<file path="config.mk">
export PLATFORM = sky130hd
export DESIGN_NAME = boiler_band_power_with_pwm_window
export DESIGN_NICKNAME = d
export VERILOG_FILES = /design/src/rtl/bbp_pkg.sv /design/src/rtl/bbp_front.sv /design/src/rtl/bbp_queue.sv /design/src/rtl/bbp_back.sv /design/src/rtl/boiler_band_power_with_pwm_window.sv
export SDC_FILE = /design/constraint.sdc
export NUM_CORES = 1
export LEC_CHECK = 0
export ABC_AREA = 1
export BUFFER_PORTS_ARGS = -buffer_cell sky130_fd_sc_hd__clkbuf_2
export CORE_MARGIN = 10
export CORE_UTILIZATION = 58
export DETAILED_ROUTE_END_ITERATION = 10
export PLACE_DENSITY_LB_ADDON = 0.05
export SLEW_MARGIN = 20
export SYNTH_ARGS = -nofsm -noshare
export SYNTH_HDL_FRONTEND = slang
export SYNTH_SLANG_ARGS = --single-unit
</file>
<file path="constraint.sdc">
create_clock -name clock -period 10.9 [get_ports clock]
set_input_delay 1.635 -clock clock [delete_from_list [all_inputs] [get_ports clock]]
set_output_delay 1.635 -clock clock [all_outputs]
set_load 0.01 [all_outputs]
</file>
<file path="src/rtl/bbp_pkg.sv">
// Shared types, constants and helpers for the boiler band power block.
// Used by the front, queue, back and top-level modules of the block; depends on nothing.
`default_nettype none

package bbp_pkg;

   localparam int QUEUE_DEPTH_DEF = 2;

   localparam int CSR_ADDR_W = 1;
   localparam int CSR_DATA_W = 16;

   typedef enum logic [CSR_ADDR_W-1:0] {
      CSR_WINDOW_MS,
      CSR_MAX_TEMP
   } csr_addr_type;

   localparam logic [15:0] WINDOW_MS_RESET = 16'd1000;
   localparam logic [11:0] MAX_TEMP_RESET  = 12'd1920;

   localparam logic [12:0] BREW_FULL_BAND    = 13'd80;
   localparam logic [12:0] IDLE_FULL_BAND    = 13'd480;
   localparam logic [12:0] IDLE_HALF_BAND    = 13'd320;
   localparam logic [12:0] IDLE_QUARTER_BAND = 13'd160;
   localparam logic [7:0]  FLOW_ONE          = 8'd16;
   localparam logic [2:0]  DIV_LOW_FLOW      = 3'd7;
   localparam logic [2:0]  DIV_HIGH_FLOW     = 3'd5;

   // Reciprocal of ten, exact for every 16-bit dividend.
   localparam logic [15:0] DIV10_MUL   = 16'd52429;
   localparam int          DIV10_SHIFT = 19;

   localparam logic [6:0] PCT_ZERO    = 7'd0;
   localparam logic [6:0] PCT_TENTH   = 7'd10;
   localparam logic [6:0] PCT_QUARTER = 7'd25;
   localparam logic [6:0] PCT_HALF    = 7'd50;
   localparam logic [6:0] PCT_FULL    = 7'd100;

   typedef enum logic [2:0] {
      LVL_ZERO,
      LVL_TENTH,
      LVL_QUARTER,
      LVL_HALF,
      LVL_FULL
   } level_type;

   typedef enum logic [1:0] {
      ELEM_KEEP,
      ELEM_ON,
      ELEM_OFF
   } elem_ctl_type;

   typedef struct packed {
      logic [31:0]  now_ms;
      level_type    level;
      elem_ctl_type elem_ctl;
   } item_type;

   function automatic logic [6:0] level_percent(input level_type lvl);
      logic [6:0] pct;
      unique case (lvl)
         LVL_TENTH:   pct = PCT_TENTH;
         LVL_QUARTER: pct = PCT_QUARTER;
         LVL_HALF:    pct = PCT_HALF;
         LVL_FULL:    pct = PCT_FULL;
         default:     pct = PCT_ZERO;
      endcase
      return pct;
   endfunction

endpackage

`default_nettype wire

</file>
<file path="src/rtl/bbp_front.sv">
// Front part: classifies one control step into a power level and an element action.
// Depends on bbp_pkg.
`default_nettype none

module bbp_front (
   input  wire logic [31:0]       now_ms,
   input  wire logic [11:0]       measured_temp,
   input  wire logic [11:0]       target_temp,
   input  wire logic              brew_active,
   input  wire logic [7:0]        pump_flow,
   input  wire logic [11:0]       max_temp,
   output bbp_pkg::item_type      item
);
   import bbp_pkg::*;

   logic [12:0] t_ext;
   logic [12:0] s_ext;
   logic [2:0]  k;
   logic [14:0] tk;
   logic [14:0] sk;
   logic [19:0] sf;
   logic [21:0] brew_lhs;
   logic [21:0] brew_rhs;

   always_comb begin
      t_ext    = {1'b0, measured_temp};
      s_ext    = {1'b0, target_temp};
      k        = (pump_flow < FLOW_ONE) ? DIV_LOW_FLOW : DIV_HIGH_FLOW;
      tk       = {3'b000, measured_temp} * {12'd0, k};
      sk       = {3'b000, target_temp} * {12'd0, k};
      sf       = {8'd0, target_temp} * {12'd0, pump_flow};
      brew_lhs = {2'b00, tk, 5'b00000};
      brew_rhs = {2'b00, sk, 5'b00000} + {2'b00, sf};

      item.now_ms = now_ms;
      priority if (measured_temp > max_temp) begin
         item.level    = LVL_ZERO;
         item.elem_ctl = ELEM_OFF;
      end else if (brew_active) begin
         priority if (t_ext + BREW_FULL_BAND <= s_ext) begin
            item.level    = LVL_FULL;
            item.elem_ctl = ELEM_ON;
         end else if (brew_lhs <= brew_rhs) begin
            item.level    = LVL_HALF;
            item.elem_ctl = ELEM_KEEP;
         end else begin
            item.level    = LVL_ZERO;
            item.elem_ctl = ELEM_OFF;
         end
      end else begin
         priority if (t_ext + IDLE_FULL_BAND <= s_ext) begin
            item.level    = LVL_FULL;
            item.elem_ctl = ELEM_ON;
         end else if (t_ext + IDLE_HALF_BAND <= s_ext) begin
            item.level    = LVL_HALF;
            item.elem_ctl = ELEM_KEEP;
         end else if (t_ext + IDLE_QUARTER_BAND <= s_ext) begin
            item.level    = LVL_QUARTER;
            item.elem_ctl = ELEM_KEEP;
         end else if (t_ext < s_ext) begin
            item.level    = LVL_TENTH;
            item.elem_ctl = ELEM_KEEP;
         end else begin
            item.level    = LVL_ZERO;
            item.elem_ctl = ELEM_OFF;
         end
      end
   end

endmodule

`default_nettype wire

</file>
<file path="src/rtl/bbp_queue.sv">
// Short first-in first-out queue of classified items between front and back.
// Depends on bbp_pkg.
`default_nettype none

module bbp_queue #(
   parameter int DEPTH = bbp_pkg::QUEUE_DEPTH_DEF
) (
   input  wire logic              clock,
   input  wire logic              reset,
   input  wire logic              push,
   input  wire bbp_pkg::item_type push_item,
   output logic                   full,
   input  wire logic              pop,
   output logic                   head_valid,
   output bbp_pkg::item_type      head_item
);
   import bbp_pkg::*;

   localparam int PTR_W = (DEPTH > 1) ? $clog2(DEPTH) : 1;
   localparam int CNT_W = $clog2(DEPTH + 1);

   item_type           entry_ff [DEPTH];
   logic [PTR_W-1:0]   wr_ptr_ff, wr_ptr_in;
   logic [PTR_W-1:0]   rd_ptr_ff, rd_ptr_in;
   logic [CNT_W-1:0]   count_ff, count_in;

   function automatic logic [PTR_W-1:0] next_ptr(input logic [PTR_W-1:0] p);
      return (p == PTR_W'(DEPTH - 1)) ? '0 : p + 1'b1;
   endfunction

   always_comb begin
      full       = (count_ff == CNT_W'(DEPTH));
      head_valid = (count_ff != '0);
      head_item  = entry_ff[rd_ptr_ff];
      wr_ptr_in  = push ? next_ptr(wr_ptr_ff) : wr_ptr_ff;
      rd_ptr_in  = pop ? next_ptr(rd_ptr_ff) : rd_ptr_ff;
      count_in   = count_ff;
      if (push && !pop) begin
         count_in = count_ff + 1'b1;
      end else if (pop && !push) begin
         count_in = count_ff - 1'b1;
      end
   end

   always_ff @(posedge clock) begin
      if (reset) begin
         wr_ptr_ff <= '0;
         rd_ptr_ff <= '0;
         count_ff  <= '0;
      end else begin
         wr_ptr_ff <= wr_ptr_in;
         rd_ptr_ff <= rd_ptr_in;
         count_ff  <= count_in;
      end
   end

   always_ff @(posedge clock) begin
      if (push) begin
         entry_ff[wr_ptr_ff] <= push_item;
      end
   end

endmodule

`default_nettype wire

</file>
<file path="src/rtl/bbp_back.sv">
// Back part: heater period timing, element drive state and the result register.
// Depends on bbp_pkg.
`default_nettype none

module bbp_back (
   input  wire logic              clock,
   input  wire logic              reset,
   input  wire logic [15:0]       window_ms,
   input  wire logic              head_valid,
   input  wire bbp_pkg::item_type head_item,
   output logic                   pop,
   output logic                   rsp_tvalid,
   input  wire logic              rsp_tready,
   output logic [7:0]             rsp_tdata
);
   import bbp_pkg::*;

   logic [15:0] div10_ff;
   logic [31:0] div10_prod;
   logic [31:0] window_start_ff, window_start_in;
   logic        element_on_ff, element_on_in;
   logic        rsp_tvalid_ff, rsp_tvalid_in;
   logic [7:0]  rsp_tdata_ff, rsp_tdata_in;
   logic [15:0] on_time;
   logic [31:0] elapsed;
   logic [31:0] elapsed_new;
   logic        restart;
   logic        elem;

   always_comb begin
      div10_prod = {16'd0, window_ms} * {16'd0, DIV10_MUL};

      unique case (head_item.level)
         LVL_FULL:    on_time = window_ms;
         LVL_HALF:    on_time = {1'b0, window_ms[15:1]};
         LVL_QUARTER: on_time = {2'b00, window_ms[15:2]};
         LVL_TENTH:   on_time = div10_ff;
         default:     on_time = '0;
      endcase

      elapsed = head_item.now_ms - window_start_ff;
      restart = (elapsed >= {16'd0, window_ms}) || (window_start_ff > head_item.now_ms);

      unique case (head_item.elem_ctl)
         ELEM_ON:  elem = 1'b1;
         ELEM_OFF: elem = 1'b0;
         default:  elem = element_on_ff;
      endcase
      if (restart) begin
         elem = 1'b1;
      end
      elapsed_new = restart ? '0 : elapsed;
      if (elapsed_new >= {16'd0, on_time}) begin
         elem = 1'b0;
      end

      pop             = head_valid && (!rsp_tvalid_ff || rsp_tready);
      window_start_in = window_start_ff;
      element_on_in   = element_on_ff;
      rsp_tdata_in    = rsp_tdata_ff;
      rsp_tvalid_in   = rsp_tvalid_ff && !rsp_tready;
      if (pop) begin
         window_start_in = restart ? head_item.now_ms : window_start_ff;
         element_on_in   = elem;
         rsp_tdata_in    = {elem, level_percent(head_item.level)};
         rsp_tvalid_in   = 1'b1;
      end

      rsp_tvalid = rsp_tvalid_ff;
      rsp_tdata  = rsp_tdata_ff;
   end

   always_ff @(posedge clock) begin
      if (reset) begin
         window_start_ff <= '0;
         element_on_ff   <= 1'b0;
         rsp_tvalid_ff   <= 1'b0;
      end else begin
         window_start_ff <= window_start_in;
         element_on_ff   <= element_on_in;
         rsp_tvalid_ff   <= rsp_tvalid_in;
      end
   end

   always_ff @(posedge clock) begin
      div10_ff     <= {3'b000, div10_prod[DIV10_SHIFT+12:DIV10_SHIFT]};
      rsp_tdata_ff <= rsp_tdata_in;
   end

endmodule

`default_nettype wire

</file>
<file path="src/rtl/boiler_band_power_with_pwm_window.sv">
// Top level of the stepped, time-proportioned boiler heater control.
// Depends on bbp_pkg, bbp_front, bbp_queue and bbp_back.
`default_nettype none

// The block takes one control step per clock cycle while its queue is not full and returns one
// result per step, through a queue entry and then the result register. The back part sets the
// rate: it updates the period start and element drive once per item, when its result register
// is free; the queue of QUEUE_DEPTH items lets the input side keep going while a result waits.
// The tenth-of-period on time follows a new window_ms value in the cycle after the other on times.
module boiler_band_power_with_pwm_window #(
   parameter int QUEUE_DEPTH = bbp_pkg::QUEUE_DEPTH_DEF
) (
   input  wire logic                            clock,
   input  wire logic                            reset,
   input  wire logic                            req_tvalid,
   output logic                                 req_tready,
   // now_ms[31:0], measured_temp[43:32], target_temp[55:44], pump_flow[63:56]
   input  wire logic [63:0]                     req_tdata,
   // brew_active[0]
   input  wire logic                            req_tuser,
   output logic                                 rsp_tvalid,
   input  wire logic                            rsp_tready,
   // power_percent[6:0], heater_on[7]
   output logic [7:0]                           rsp_tdata,
   input  wire logic                            csr_we,
   input  wire logic [bbp_pkg::CSR_ADDR_W-1:0]  csr_addr,
   input  wire logic [bbp_pkg::CSR_DATA_W-1:0]  csr_wdata
);
   import bbp_pkg::*;

   logic [15:0] window_ms_ff, window_ms_in;
   logic [11:0] max_temp_ff, max_temp_in;
   item_type    front_item;
   item_type    head_item;
   logic        queue_full;
   logic        head_valid;
   logic        pop;
   logic        push;

   always_comb begin
      window_ms_in = window_ms_ff;
      max_temp_in  = max_temp_ff;
      if (csr_we) begin
         unique case (csr_addr_type'(csr_addr))
            CSR_WINDOW_MS: window_ms_in = csr_wdata;
            CSR_MAX_TEMP:  max_temp_in  = csr_wdata[11:0];
            default:       window_ms_in = window_ms_ff;
         endcase
      end
      req_tready = !queue_full;
      push       = req_tvalid && !queue_full;
   end

   always_ff @(posedge clock) begin
      if (reset) begin
         window_ms_ff <= WINDOW_MS_RESET;
         max_temp_ff  <= MAX_TEMP_RESET;
      end else begin
         window_ms_ff <= window_ms_in;
         max_temp_ff  <= max_temp_in;
      end
   end

   bbp_front u_front (
      .now_ms        (req_tdata[31:0]),
      .measured_temp (req_tdata[43:32]),
      .target_temp   (req_tdata[55:44]),
      .brew_active   (req_tuser),
      .pump_flow     (req_tdata[63:56]),
      .max_temp      (max_temp_ff),
      .item          (front_item)
   );

   bbp_queue #(
      .DEPTH (QUEUE_DEPTH)
   ) u_queue (
      .clock      (clock),
      .reset      (reset),
      .push       (push),
      .push_item  (front_item),
      .full       (queue_full),
      .pop        (pop),
      .head_valid (head_valid),
      .head_item  (head_item)
   );

   bbp_back u_back (
      .clock      (clock),
      .reset      (reset),
      .window_ms  (window_ms_ff),
      .head_valid (head_valid),
      .head_item  (head_item),
      .pop        (pop),
      .rsp_tvalid (rsp_tvalid),
      .rsp_tready (rsp_tready),
      .rsp_tdata  (rsp_tdata)
   );

endmodule

`default_nettype wire

</file>
### Yosys cells after proc, flatten, opt, wreduce, memory -nomap -nowiden

Memories as Yosys holds them, arrays and structs flattened. A register that Yosys moved wholly into a read port is not among the register bits.
Cells that the tools add are included.
W data, S select, Z words.

| cells by class | value |
|---|---|
| $lt $le $gt $ge | 11 |
| add/sub/neg operators | 10 |
| eq/ne operators | 7 |
| multiply operators | 4 |
| reductions and logical operators | 17 |
| mux-type cells | 24 |
| bitwise operators | 1 |

Operators with widths:

| kind | number |
|---|---|
| $ge A32 B16 Y1 | 2 |
| $pmux W16 S4 | 1 |
| $le A13 B12 Y1 | 4 |
| $gt A32 B32 Y1 | 1 |
| $mul A16 B16 Y32 const B | 1 |
| $mux W32 | 1 |
| $sub A32 B32 Y32 | 1 |
| $mul A12 B3 Y15 | 2 |
| $mux W5 | 6 |
| $pmux W7 S4 | 1 |
| $add A12 B9 Y13 const B | 2 |
| $le A20 B22 Y1 | 1 |
| $add A20 B20 Y21 | 1 |
| $mul A12 B8 Y20 | 1 |
| $add A12 B7 Y13 const B | 1 |
| $add A12 B8 Y13 const B | 1 |
| $gt A12 B12 Y1 | 1 |
| $lt A12 B12 Y1 | 1 |
| $mux W1 | 9 |
| $lt A8 B5 Y1 const B | 1 |
| $eq A3 B2 Y1 const B | 2 |
| $mux W2 | 3 |
| $reduce_and A2 Y1 | 3 |
| $logic_and A1 B1 Y1 | 5 |
| other kinds (14) | 22 |

| word-level totals | value |
|---|---|
| bits in registers | 87 |
| RAM bits | 74 |
| input port bits | 87 |
| memories | 1 |
| output and inout port bits | 10 |

Memory list:

| memory | depth | width | read ports | clocked after Yosys merged registers in | write ports | line | source |
|---|---|---|---|---|---|---|---|
| u_queue.entry_ff | 2 | 37 | 1 | 1 | 1 | bbp_queue.sv:22 | `item_type entry_ff [DEPTH];` |

### Depth between registers and ports, before layout

| depth | value |
|---|---|
| word-level depth | 9 |
| gate-level depth with buffers | 38 |

### Hierarchy

A second synthesis with hierarchy kept.

| second synthesis, totals | value |
|---|---|
| cell total of the unflattened synthesis | 2875 |
| area total of the unflattened synthesis | 22221.3 um2 |

Modules (own cells, without submodules):

| module | sequential area each (um2) | instances | cells each | area an instance (um2) |
|---|---|---|---|---|
| bbp_back | 1151.1 | 1 | 1497 | 10321.1 |
| bbp_front | 0.0 | 1 | 1081 | 7713.6 |
| bbp_queue | 2322.2 | 1 | 148 | 3049.2 |
| boiler_band_power_with_pwm_window | 560.5 | 1 | 149 | 1137.3 |

### Least setup slack after synthesis

No wires, ideal clock.

| path | value |
|---|---|
| path type | input to register |
| start point | in req_tdata[62] |
| end point | mem u_queue.entry_ff[0][2] (netlist name), data pin |
| library setup time | 0.261 ns |
| required time | 10.639 ns |
| stages | 35 |
| arrival time | 8.142 ns |
| setup slack | 2.497 ns |
| path through | or4_1 clkbuf_1 clkbuf_1 nor2_1 fa_1 ha_1 a21oi_1 nand2_1 xnor2_1 fa_1 fa_1 fa_1 inv_1 fa_1 ha_1 inv_1 nor4_1 nand2_1 nand2_1 nand2_1 nand2_1 a21oi_1 o21ai_0 nand3_1 nand2_1 xor2_1 ha_1 nand2_1 o21a_1 o21ai_0 nand2_1 nand2_1 nand2_1 nand2_1 a21oi_1 |

RTL lines:

| what | line | source |
|---|---|---|
| start: declaration | boiler_band_power_with_pwm_window.sv:18 | `input wire logic [63:0] req_tdata,` |
| end: declaration | bbp_queue.sv:22 |  |

==> summary.md <==
| Metric | Value |
|---|---|
| Status | `finished, final reports clean` |
| CTS buffer count | `17` |
| Cell mode on critical path | `nand2_1` |
| Area grow syn2layout | `7.13%` |
| Critical path arrival | `around 9.4 ns` |
| Initial antenna violation count | `0` |
| Post-synth EDFFs | `between 70 and 80` |
| Number of global-route vias before repair | `17700` |
| Synth area leaders | `ha_1, fa_1, inv_1` |
| Antenna Violating Nets Remaining | `0` |
| Layout cell share with drive strength beyond 1 | `roughly 6%` |
| Placer's final routability congestion estimate | `around 0.94` |
| Unrepaired setup endpoints after global routing | `no` |
| Residual DRC | `0` |
| Maximum level of the CTS H-tree | `4` |
| Non-Filler Instances | `~3300` |
| Fin util | `between 60% and 70%` |
| Clk root buf | `clkbuf_16` |
| Mapped cell area | `between 20000 and 25000 um2` |
| Reg-to-reg endpoint | `u_back.div10_ff[12]$_DFF_P_` |
| Final Hold Fails | `0` |
| Clock insertion delay at the later pin of the skew report | `0.44 ns` |
| Max_slew headroom | `around 29%` |
| Largest net degree at the start of global routing | `77` |
| First-pass GRT wire length | `90400 um` |
| FMAX | `roughly 0.11 GHz` |
| Distinct cell type count after synthesis | `55` |
| Final TNS setup | `0 ns` |
| Worst r2r path cells | `17` |
| PortBufs | `between 90 and 100` |
| Top-area cell type share of the netlist area | `between 10% and 20%` |
| Min-delay src | `u_queue.rd_ptr_ff$_SDFFE_PP0P_` |
| Synthesized Nets | `between 3000 and 4000` |
| Final setup fails | `0` |
| Router iterations before antenna repair | `6` |
| WL/cell | `approximately 17 um` |
| Worst Max-Slew Pin Slew | `about 1.1 ns` |
| Post-CTS Resized | `0` |
| GRT Util Overall | `~25%` |
| Crit. End Element | `register` |
| Slowest cell delay on critical path | `between 1 and 1.5 ns` |
| Placed cell count | `around 3300` |
| Die Y | `~210 um` |
| Worst-path fanout max | `24` |
| Slowest cell on the critical path | `or4_1` |
| Worst hold path stage count | `1` |
| Die span in x | `roughly 210 um` |
| Worst EP required | `11.17 ns` |
| Row count | `70` |
| Buffer depth of the longest clock path | `2` |
| Max_cap viols | `0` |
| Vias/cell | `5.39` |
| Reg clk slew, reported paths | `around 0.07 ns` |
| Post-synthesis async set-or-reset flop share | `0%` |
| Yosys reg bits | `about 160` |
| Total gr overflow | `0` |
| Routed WL | `55700 um` |
| Mapped Avg Cell Area | `around 7.6 um2` |
| Leakage | `12.7 nW` |
| Final Skew | `~0.013 ns` |
| Final net count | `3473` |
| Setup crit start kind | `input pin` |
| Worst Hold Class | `register to register` |
| Post-synth top cells | `inv_1, nand2_1, ha_1` |
| Post-cts hold buffer count | `0` |
| Sink Count | `about 160` |
| Synth Flop Type | `dfxtp_1` |
| Fin area | `around 23000 um2` |
| Fin crit share | `approximately 83%` |
| I/O pins | `97` |
| Warnings from Yosys | `0` |
| Ant. Diodes | `0` |
| Post-synth top area cell | `ha_1` |
| Core ar. | `~37000 um2` |
| Initial core utilization | `between 50% and 60%` |
| CTS tree | `yes` |
| Fin crit period | `slightly above 9 ns` |
| IR drop worst, VDD | `0.000301 V` |
| Register area share after synthesis | `a little under a fifth` |
| R2r startpoint | `window_ms_ff[9]$_SDFFE_PP1P_` |
| Post-Syn Instances | `roughly 2800` |
| Via count | `around 18000` |
| DP HPWL | `46500 um` |
| WS Path Type | `input pin to register` |
| Slack of the worst reg-to-reg path | `4.93 ns` |
| Initial drt markers | `1295` |
| Total die area | `45000 um2` |
| Placed Area | `between 20000 and 25000 um2` |
| Count leader, synth | `inv_1` |
| Max-slew violation count | `0` |
| PwrDens | `around 310 nW/um2` |
| Post-CTS Setup Bufs | `0` |
==> per-layer routing <==
layer	wire length [um]	global-route usage (%)	vias to the layer above
met3	3160	3.43	72
li1	-	-	8985
met5	0	0	-
met2	25700	41.5	489
met4	1210	6.69	0
met1	25600	34.4	8510
==> area by class of cell <==
cell class | instances | area [um2]
flip-flops and latches | 159 | 3980
fillers | 3337 | 13600
clock inverters | 15 | 195
well taps | 468 | 586
multi-input cells | 1931 | 14700
inverters | 657 | 2470
clock buffers | 17 | 425
repair buffers | 101 | 558
==> metrics by stage <==
step                      hold WS [ns]  power, mW  setup slack, ns
after global placement           0.425       6.39             1.57
final                            0.447       7.16             1.81
after detailed placement         0.438       6.48             1.37
after CTS                        0.449       7.16             1.81
after global routing             0.482       8.04             1.12
after floorplan                  0.425       5.07             2.50
==> worst max path at each step <==
stage,end,start,slack [ns]
detailed placement,u_queue.entry_ff[0][2]$_DFFE_PP_,req_tdata[62],1.37
finish,u_queue.entry_ff[0][2]$_DFFE_PP_,req_tdata[62],1.81
global route,u_queue.entry_ff[0][2]$_DFFE_PP_,req_tdata[63],1.12
global placement,u_queue.entry_ff[0][3]$_DFFE_PP_,req_tdata[62],1.57
floorplan,u_queue.entry_ff[0][2]$_DFFE_PP_,req_tdata[62],2.50
CTS,u_queue.entry_ff[0][2]$_DFFE_PP_,req_tdata[63],1.81
==> flip-flops by register name, summed over array words and instances, names as in the netlist, named ones only <==
signal / cells
u_queue.count_ff: 2
window_ms_ff: 16
max_temp_ff: 12
u_back.rsp_tdata: 7
u_back.window_start_ff: 32
u_back.rsp_tvalid: 1
u_queue.wr_ptr_ff: 1
u_queue.rd_ptr_ff: 1
u_queue.entry_ff: 72
u_back.div10_ff: 13
u_back.element_on_ff: 1
==> worst max-delay path, delay by kind of cell <==
kind	cells	cell delay, ns
AO/OA/AOI/OAI	7	1.15
buffers and inverters	3	0.32
XOR/XNOR	2	0.37
adder cells (fa/ha/maj)	8	3.36
AND/OR/NAND/NOR	14	2.50
==> where the power goes <==
group / switching, mW / internal (mW) / leakage, nW
combinational: 3.55 / 2.07 / 11.0
sequential: 0.101 / 0.814 / 1.40
clock: 0.289 / 0.332 / 0.302
==> cell families after synthesis <==
group | synth area share, %
adder cells (fa/ha/maj) | 36.6
buffers and inverters | 12.8
flip-flops | 18.6
AO/OA/AOI/OAI | 9.91
multiplexers | 0.140
AND/OR/NAND/NOR | 18.5
XOR/XNOR | 3.52
==> cell usage in the layout (no fill, tap or decap), types with 17 or more instances in the layout <==
cell type and n:
inv_1 649, nand2_1 579, ha_1 340, a21oi_1 179
fa_1 179, nor2_1 174, o21ai_0 117, clkbuf_2 96
nand3_1 90, dfxtp_1 79, edfxtp_1 79, xor2_1 65
nor3_1 23, nand4_1 23, xnor2_1 21, clkbuf_16 17
(Power assumes the default switching activity.)
